<file path="config.mk">
export PLATFORM = sky130hd
export DESIGN_NAME = stereo_linear_resampler
export DESIGN_NICKNAME = d
export VERILOG_FILES = /design/src/hw/rtl/slr_pkg.sv /design/src/hw/rtl/stereo_linear_resampler.sv
export SDC_FILE = /design/constraint.sdc
export NUM_CORES = 2
export LEC_CHECK = 0
export ABC_AREA = 1
export BUFFER_PORTS_ARGS = -buffer_cell sky130_fd_sc_hd__buf_2
export CORE_UTILIZATION = 45
export DETAILED_ROUTE_END_ITERATION = 16
export SLEW_MARGIN = 10
export SYNTH_ARGS = -nofsm -noshare
export SYNTH_HDL_FRONTEND = slang
export SYNTH_SLANG_ARGS = --single-unit
</file>
<file path="constraint.sdc">
create_clock -name clk -period 10.9 [get_ports clk]
set_input_delay 2.18 -clock clk [delete_from_list [all_inputs] [get_ports clk]]
set_output_delay 2.18 -clock clk [all_outputs]
set_load 0.1 [all_outputs]
</file>
<file path="src/hw/rtl/slr_pkg.sv">
// slr_pkg: shared types and constants for the stereo linear resampler
// payload structs, register indexes, sequencer states and block limits
// no dependencies
package slr_pkg;

  localparam int unsigned MAX_BLOCK_PAIRS = 16384;
  localparam int unsigned MAX_RUN         = 16;

  localparam int unsigned SAMPLE_W    = 16;
  localparam int unsigned OLD_W       = 15;
  localparam int unsigned NEW_W       = 16;
  localparam int unsigned CFG_INDEX_W = 2;
  localparam int unsigned CFG_DATA_W  = 16;
  localparam int unsigned DONE_W      = 17;
  localparam int unsigned POS_W       = 32;
  localparam int unsigned RUN_W       = $clog2(MAX_RUN + 1);
  localparam int unsigned CAP_W       = $clog2(MAX_BLOCK_PAIRS * MAX_RUN + 1);
  localparam int unsigned PROD_W      = 33;
  localparam int unsigned DIV_STEPS   = 16;
  localparam int unsigned DIV_CNT_W   = $clog2(DIV_STEPS);

  localparam logic [CFG_INDEX_W-1:0] REG_OLD_COUNT = CFG_INDEX_W'(0);
  localparam logic [CFG_INDEX_W-1:0] REG_NEW_COUNT = CFG_INDEX_W'(1);

  localparam logic [OLD_W-1:0] OLD_COUNT_RESET = OLD_W'(1024);
  localparam logic [NEW_W-1:0] NEW_COUNT_RESET = NEW_W'(1024);

  typedef struct packed {
    logic signed [SAMPLE_W-1:0] in_left;
    logic signed [SAMPLE_W-1:0] in_right;
  } sample_t;

  typedef struct packed {
    logic signed [SAMPLE_W-1:0] out_left;
    logic signed [SAMPLE_W-1:0] out_right;
    logic                       run_last;
    logic                       block_last;
  } result_t;

  typedef enum logic [3:0] {
    ST_IDLE,
    ST_CHECK,
    ST_MUL_A,
    ST_MUL_B,
    ST_SUM,
    ST_DIV_INIT,
    ST_DIV,
    ST_STORE,
    ST_PUSH,
    ST_FINISH
  } seq_state_t;

endpackage

</file>
<file path="src/hw/rtl/stereo_linear_resampler.sv">
// stereo_linear_resampler: top level, sequencer around one multiplier and one divider
// depends on slr_pkg
//
// Each accepted stereo pair yields from zero to sixteen interpolated output pairs, one
// result request each. All outputs run through one 16 by 17 bit multiplier and one
// restoring divider that retires one quotient bit a cycle, left channel then right.
// Per output pair there is a check, then per channel two multiplies, a sum, a divider
// set-up, sixteen divider steps and a store, then a push, which waits while the result
// register holds a result that result_ready has not yet taken. The block takes no sample
// while one is being worked on. A write to either count register restarts the block,
// but keeps the last pair held for interpolation.
module stereo_linear_resampler (
  input  logic                                  clk,
  input  logic                                  rst,
  input  logic                                  cfg_write,
  input  logic [slr_pkg::CFG_INDEX_W-1:0]       cfg_index,
  input  logic [slr_pkg::CFG_DATA_W-1:0]        cfg_data,
  input  logic                                  sample_valid,
  output logic                                  sample_ready,
  input  slr_pkg::sample_t                      sample,
  output logic                                  result_valid,
  input  logic                                  result_ready,
  output slr_pkg::result_t                      result
);

  slr_pkg::seq_state_t state, state_next;

  logic [slr_pkg::OLD_W-1:0]          old_count;
  logic [slr_pkg::NEW_W-1:0]          new_count;
  logic signed [slr_pkg::SAMPLE_W-1:0] prev_left, prev_right;
  logic signed [slr_pkg::SAMPLE_W-1:0] cur_left, cur_right;
  logic [slr_pkg::OLD_W-1:0]          pairs_seen;
  logic [slr_pkg::DONE_W-1:0]         outputs_done;
  logic [slr_pkg::POS_W-1:0]          position_numerator;
  logic [slr_pkg::POS_W-1:0]          base;
  logic [slr_pkg::POS_W-1:0]          limit;
  logic [slr_pkg::RUN_W-1:0]          run_count;
  logic [slr_pkg::NEW_W-1:0]          weight;
  logic                               chan;
  logic signed [slr_pkg::PROD_W-1:0]  prod;
  logic signed [slr_pkg::PROD_W-1:0]  acc;
  logic [slr_pkg::NEW_W-1:0]          rem;
  logic [slr_pkg::SAMPLE_W-1:0]       quo;
  logic                               neg;
  logic [slr_pkg::DIV_CNT_W-1:0]      div_cnt;
  logic signed [slr_pkg::SAMPLE_W-1:0] res_left, res_right;

  logic [slr_pkg::OLD_W-1:0]          o_eff;
  logic [slr_pkg::CAP_W-1:0]          cap;
  logic [slr_pkg::NEW_W-1:0]          n_eff;
  logic                               sample_acc;
  logic                               push_ok;
  logic                               more;
  logic                               has_next;
  logic [slr_pkg::POS_W-1:0]          r_full;
  logic [slr_pkg::NEW_W-1:0]          r_val;
  logic signed [slr_pkg::SAMPLE_W-1:0] mul_x;
  logic [slr_pkg::NEW_W-1:0]          mul_y;
  logic signed [slr_pkg::PROD_W-1:0]  mul_p;
  logic signed [slr_pkg::PROD_W-1:0]  mag;
  logic [slr_pkg::NEW_W:0]            trial;
  logic                               trial_ge;
  logic [slr_pkg::SAMPLE_W-1:0]       quo_signed;
  logic [slr_pkg::OLD_W:0]            pairs_inc;

  // effective block sizes
  always_comb begin
    if (old_count == '0) begin
      o_eff = slr_pkg::OLD_W'(1);
    end else if (32'(old_count) > slr_pkg::MAX_BLOCK_PAIRS) begin
      o_eff = slr_pkg::OLD_W'(slr_pkg::MAX_BLOCK_PAIRS);
    end else begin
      o_eff = old_count;
    end
    cap = slr_pkg::CAP_W'(o_eff) * slr_pkg::CAP_W'(slr_pkg::MAX_RUN);
    if (new_count == '0) begin
      n_eff = slr_pkg::NEW_W'(1);
    end else if (slr_pkg::CAP_W'(new_count) > cap) begin
      n_eff = cap[slr_pkg::NEW_W-1:0];
    end else begin
      n_eff = new_count;
    end
  end

  // remainder of the output position within the current pair
  always_comb begin
    r_full = (position_numerator >= base) ? position_numerator - base : '0;
    if (r_full > slr_pkg::POS_W'(n_eff)) begin
      r_val = n_eff;
    end else begin
      r_val = r_full[slr_pkg::NEW_W-1:0];
    end
  end

  assign more = (run_count < slr_pkg::RUN_W'(slr_pkg::MAX_RUN))
             && (outputs_done < slr_pkg::DONE_W'(n_eff))
             && (position_numerator < limit);

  assign has_next = (run_count + slr_pkg::RUN_W'(1) < slr_pkg::RUN_W'(slr_pkg::MAX_RUN))
                 && (outputs_done + slr_pkg::DONE_W'(1) < slr_pkg::DONE_W'(n_eff))
                 && (position_numerator + slr_pkg::POS_W'(o_eff) < limit);

  // shared multiplier
  always_comb begin
    if (state == slr_pkg::ST_MUL_A) begin
      mul_x = chan ? prev_right : prev_left;
      mul_y = n_eff - weight;
    end else begin
      mul_x = chan ? cur_right : cur_left;
      mul_y = weight;
    end
    mul_p = slr_pkg::PROD_W'(mul_x) * $signed({1'b0, mul_y});
  end

  // divider step
  assign mag        = acc[slr_pkg::PROD_W-1] ? -acc : acc;
  assign trial      = {rem, quo[slr_pkg::SAMPLE_W-1]};
  assign trial_ge   = trial >= {1'b0, n_eff};
  assign quo_signed = neg ? -quo : quo;
  assign pairs_inc  = {1'b0, pairs_seen} + (slr_pkg::OLD_W+1)'(1);

  assign sample_acc = sample_valid && sample_ready;
  assign push_ok    = !result_valid || result_ready;

  always_ff @(posedge clk) begin
    if (rst) begin
      state <= slr_pkg::ST_IDLE;
    end else begin
      state <= state_next;
    end
  end

  always_comb begin
    state_next   = state;
    sample_ready = 1'b0;
    case (state)
      slr_pkg::ST_IDLE: begin
        sample_ready = 1'b1;
        if (sample_valid) begin
          state_next = slr_pkg::ST_CHECK;
        end
      end
      slr_pkg::ST_CHECK:    state_next = more ? slr_pkg::ST_MUL_A : slr_pkg::ST_FINISH;
      slr_pkg::ST_MUL_A:    state_next = slr_pkg::ST_MUL_B;
      slr_pkg::ST_MUL_B:    state_next = slr_pkg::ST_SUM;
      slr_pkg::ST_SUM:      state_next = slr_pkg::ST_DIV_INIT;
      slr_pkg::ST_DIV_INIT: state_next = slr_pkg::ST_DIV;
      slr_pkg::ST_DIV: begin
        if (div_cnt == '0) begin
          state_next = slr_pkg::ST_STORE;
        end
      end
      slr_pkg::ST_STORE:    state_next = chan ? slr_pkg::ST_PUSH : slr_pkg::ST_MUL_A;
      slr_pkg::ST_PUSH: begin
        if (push_ok) begin
          state_next = slr_pkg::ST_CHECK;
        end
      end
      slr_pkg::ST_FINISH:   state_next = slr_pkg::ST_IDLE;
      default:              state_next = slr_pkg::ST_IDLE;
    endcase
  end

  // control and held state
  always_ff @(posedge clk) begin
    if (rst) begin
      old_count          <= slr_pkg::OLD_COUNT_RESET;
      new_count          <= slr_pkg::NEW_COUNT_RESET;
      prev_left          <= '0;
      prev_right         <= '0;
      pairs_seen         <= '0;
      outputs_done       <= '0;
      position_numerator <= '0;
      base               <= '0;
      result_valid       <= 1'b0;
    end else begin
      if (cfg_write && (cfg_index == slr_pkg::REG_OLD_COUNT
                        || cfg_index == slr_pkg::REG_NEW_COUNT)) begin
        if (cfg_index == slr_pkg::REG_OLD_COUNT) begin
          old_count <= cfg_data[slr_pkg::OLD_W-1:0];
        end else begin
          new_count <= cfg_data[slr_pkg::NEW_W-1:0];
        end
        pairs_seen         <= '0;
        outputs_done       <= '0;
        position_numerator <= '0;
        base               <= '0;
      end
      if (state == slr_pkg::ST_PUSH && push_ok) begin
        result_valid       <= 1'b1;
        outputs_done       <= outputs_done + slr_pkg::DONE_W'(1);
        position_numerator <= position_numerator + slr_pkg::POS_W'(o_eff);
      end else if (result_valid && result_ready) begin
        result_valid <= 1'b0;
      end
      if (state == slr_pkg::ST_FINISH) begin
        prev_left  <= cur_left;
        prev_right <= cur_right;
        if (pairs_inc >= (slr_pkg::OLD_W+1)'(o_eff)) begin
          pairs_seen         <= '0;
          outputs_done       <= '0;
          position_numerator <= '0;
          base               <= '0;
        end else begin
          pairs_seen <= pairs_inc[slr_pkg::OLD_W-1:0];
          base       <= base + slr_pkg::POS_W'(n_eff);
        end
      end
    end
  end

  // arithmetic datapath
  always_ff @(posedge clk) begin
    case (state)
      slr_pkg::ST_IDLE: begin
        if (sample_acc) begin
          cur_left  <= sample.in_left;
          cur_right <= sample.in_right;
          limit     <= base + slr_pkg::POS_W'(n_eff);
          run_count <= '0;
        end
      end
      slr_pkg::ST_CHECK: begin
        weight <= r_val;
        chan   <= 1'b0;
      end
      slr_pkg::ST_MUL_A: begin
        prod <= mul_p;
      end
      slr_pkg::ST_MUL_B: begin
        acc  <= prod;
        prod <= mul_p;
      end
      slr_pkg::ST_SUM: begin
        acc <= acc + prod;
      end
      slr_pkg::ST_DIV_INIT: begin
        neg     <= acc[slr_pkg::PROD_W-1];
        rem     <= {1'b0, mag[30:slr_pkg::SAMPLE_W]};
        quo     <= mag[slr_pkg::SAMPLE_W-1:0];
        div_cnt <= slr_pkg::DIV_CNT_W'(slr_pkg::DIV_STEPS - 1);
      end
      slr_pkg::ST_DIV: begin
        if (trial_ge) begin
          rem <= slr_pkg::NEW_W'(trial - {1'b0, n_eff});
        end else begin
          rem <= trial[slr_pkg::NEW_W-1:0];
        end
        quo     <= {quo[slr_pkg::SAMPLE_W-2:0], trial_ge};
        div_cnt <= div_cnt - slr_pkg::DIV_CNT_W'(1);
      end
      slr_pkg::ST_STORE: begin
        if (chan) begin
          res_right <= quo_signed;
        end else begin
          res_left <= quo_signed;
          chan     <= 1'b1;
        end
      end
      slr_pkg::ST_PUSH: begin
        if (push_ok) begin
          result.out_left   <= res_left;
          result.out_right  <= res_right;
          result.run_last   <= !has_next;
          result.block_last <= (outputs_done + slr_pkg::DONE_W'(1)) == slr_pkg::DONE_W'(n_eff);
          run_count         <= run_count + slr_pkg::RUN_W'(1);
        end
      end
      default: begin
      end
    endcase
  end

endmodule

</file>
==> impl_summary.log <==
INFO  metric worst_r2r_path_depth = 48
INFO  metric setup_violations = 0
INFO  metric critical_path.reg2reg.endpoint = prod[30]
INFO  metric numPortBuffers = 90
INFO  metric finalMaxSlewViolations = 0
INFO  metric cap_viol_max_count = 0
INFO  metric die-width = 292 µm
INFO  metric finish.net_count = 5683
INFO  metric synth.yosys.seq_area_share = 0.289
INFO  metric worstSetupEndpointType = flip-flop
INFO  metric global_route.peak_usage_layer = met2
INFO  metric cts.root.buffer_cell = sky130_fd_sc_hd__clkbuf_16
INFO  metric layoutNonFillerInstCount = 6160
INFO  metric min_path_cells = 0
INFO  metric die_h = 292 µm
INFO  metric detailroute.via_count = around 33000
INFO  metric worst_slack = slightly below 0.8 ns
INFO  metric detail_route.drc_violations = 0
INFO  metric place_hpwl = approximately 89000 µm
INFO  metric timing.critical_path.mode_cell = sky130_fd_sc_hd__nand2_1
INFO  metric reg2reg_setup_slack = a little under 0.8 ns
INFO  metric clock_insertion_delay_worst_skew = 0.61 ns
INFO  metric startpoint_type = flip-flop
INFO  metric whs_endpoint = result[26]
INFO  metric timing.clock.skew = approximately 0.026 ns
INFO  metric synth_compound_area_frac = 0.111
INFO  metric cell_area_after_technology_mapping = about 38000 µm²
INFO  metric area.growth.synth_to_final = 9.53%
INFO  metric crit_path_kind = reg2reg
INFO  metric mean_post_synth_cell_area = roughly 7.7 µm²
INFO  metric cts.sink_count = 419
INFO  metric start_util = 0.454
INFO  metric cp_slowest_stage_delay = 0.55 ns
INFO  metric grt_use_met1 = 0.364
INFO  metric cts_tree = yes
INFO  metric firstDrtPassIters = 5
INFO  metric grt_overflow = 0
INFO  metric fp.dieArea = 85400 µm²
INFO  metric synth_instances = 4946
INFO  metric place_ws = 0.0168 ns
INFO  metric drt_iter0_markers = approximately 2500
INFO  metric synth_top_family_by_area = adder cells
INFO  metric setup_repair_after_global_routing_missed_its_margin = false
INFO  metric grt_usage = 0.259
INFO  metric grt_util_met2 = 0.427
INFO  metric gpl.final_weighted_congestion = 0.929
INFO  metric clk_pin_slew_worst_paths = around 0.06 ns
INFO  metric crit_path_max_fo = 16
INFO  metric final_layout_size_suffix_gt1_frac = 0.0707
INFO  metric max_slew.worst_pin.slew = roughly 1.2 ns
INFO  metric finalHoldViolations = 0
INFO  metric synth-edff-count = around 260
INFO  metric detail_route.wirelength = 111000 µm
INFO  metric setup-tns-final = 0 ns
INFO  metric dp_cells = 6063
INFO  metric grt_max_degree = 65
INFO  metric hp_start = res_left[8]
INFO  metric design.core.area = 83400 µm²
INFO  metric routedWlPerCell = 18.1 µm
INFO  metric yosys.cell_types.count = 54
INFO  metric first_global_vias = 30992
INFO  metric hp-class = reg2reg
INFO  metric num_io_pins = 91
INFO  metric period_share = 0.927
INFO  metric syn-num-nets = 5592
INFO  metric post_drt_via_cell_ratio = 5.31
INFO  metric number_of_register_bits_inferred_by_synthesis = 419
INFO  metric worst_r2r_start = old_count[0]
INFO  metric worst-endpoint-arrival = approximately 10 ns
INFO  metric antenna_found_initial = 2
INFO  metric cts_buffers = 52
INFO  metric final.fill_count = 8264
INFO  metric async_flop_share = 0
INFO  metric final.min_clock_period = 10.11 ns
INFO  metric rows = 106
INFO  metric yosys.area_share.simple = 0.233
INFO  metric synthAdderAreaFrac = 0.235
INFO  metric status = completed
INFO  metric crit_path_top_delay_cell = sky130_fd_sc_hd__fa_1
INFO  metric detail-route-antenna-nets = 0
INFO  metric crit_startpoint = old_count[0]
INFO  metric met3_track_usage_gr = 0.0294
INFO  metric clockBufferDepth = 3
INFO  metric worstPathRequired = 11.25 ns
INFO  metric timing.fmax = between 0.09 and 0.1 GHz
INFO  metric grt_pass1_wl = 174000 µm
INFO  metric synth_xor_area_frac = 0.0384
INFO  metric synthMuxAreaShare = 0.00317
INFO  metric max_slew_margin = 0.192
INFO  metric htree_num_levels = 2
INFO  metric synthesis.yosys.warnings = 0
INFO  metric final_core_util = 0.498
INFO  metric synth_flop_cell = sky130_fd_sc_hd__edfxtp_1
per-stage QoR:
| stage | hold WS, ns | instance area [µm²] |
|---|---|---|
| after global routing | 0.422 | 41500 |
| final | 0.417 | 41500 |
| after detailed placement | 0.405 | 39700 |
| after floorplan | 0.400 | 37900 |
| after global placement | 0.401 | 39700 |
| after CTS | 0.418 | 41400 |
synth_stat cells, drive strengths merged, types with 56 or more instances:
master / n / area (µm²)
xor2: 119 / 1040
a21oi: 329 / 1660
ha: 391 / 4890
nor3: 70 / 350
nand2: 1117 / 4240
edfxtp: 255 / 7660
nand3: 200 / 1050
o21ai: 249 / 1280
nor2: 562 / 2160
inv: 786 / 2950
fa: 200 / 4000
dfxtp: 164 / 3280
clkbuf: 74 / 278
nand4: 56 / 357
cell type report:
cell class | instances | area [µm²] | share of cell area
Clock buffer | 63 | 1370 | 0.0331
Timing Repair Buffer | 142 | 841 | 0.0203
Tap cell | 1080 | 1350 | 0.0326
Clock inverter | 33 | 369 | 0.00889
Sequential cell | 419 | 10900 | 0.264
Antenna cell | 1 | 2.50 | 0.0000603
Multi-Input combinational cell | 3624 | 23600 | 0.569
Inverter | 798 | 3000 | 0.0722
how the worst max path moves through the flow:
stage / end
floorplan: prod[30]
global placement: prod[30]
detailed placement: prod[30]
CTS: prod[30]
global route: prod[30]
finish: prod[30]
cells by family (layout without fill, tap and decap cells):
group / Yosys count / count (layout)
compound gates: 747 / 747
xor+xnor: 166 / 166
fa+ha+maj: 591 / 591
buf+inv: 903 / 1036
flops: 419 / 419
mux: 12 / 12
other cells: 0 / 1
simple gates: 2108 / 2108
repair_timing:
| item | 4_1_cts | 5_1_grt |
|---|---|---|
| pin swaps | 0 | 1 |
| setup buffers | 0 | 0 |
| hold buffers | 0 | 0 |
| resized for setup | 1 | 26 |
| endpoints found under the setup margin | 1 | 19 |
placed cells by master (no fill, tap or decap), types with 119 or more instances in the layout:
cell / n
sky130_fd_sc_hd__o21ai_0: 222
sky130_fd_sc_hd__edfxtp_1: 255
sky130_fd_sc_hd__xor2_1: 119
sky130_fd_sc_hd__fa_1: 200
sky130_fd_sc_hd__nand3_1: 193
sky130_fd_sc_hd__nor2_1: 535
sky130_fd_sc_hd__nand2_1: 1098
sky130_fd_sc_hd__a21oi_1: 324
sky130_fd_sc_hd__ha_1: 391
sky130_fd_sc_hd__dfxtp_1: 164
sky130_fd_sc_hd__inv_1: 777
critical path: cells and delay by family, from the launching register on:
family	cells	cell delay, ns
fa+ha+maj	9	4.16
simple gates	20	2.94
compound gates	8	1.26
buf+inv	11	1.14
flops	1	0.33
per-layer routing:
metal  wire (µm)  part of all wire  up-vias
li1            -                 -    16266
met2       51300              0.46      838
met5          31           0.00028        -
met4        2330             0.021        4
met3        6150             0.055      140
met1       51500              0.46    15479
state kept, by name (all words and copies together), names as in the netlist, 17 cells and up:
signal              count
base                   32
position_numerator     32
acc                    33
result                 34
limit                  32
prod                   33
outputs_done           17
Power is not shown: default switching activity piles up to over one toggle a cycle in this logic, so the estimate is an artifact.
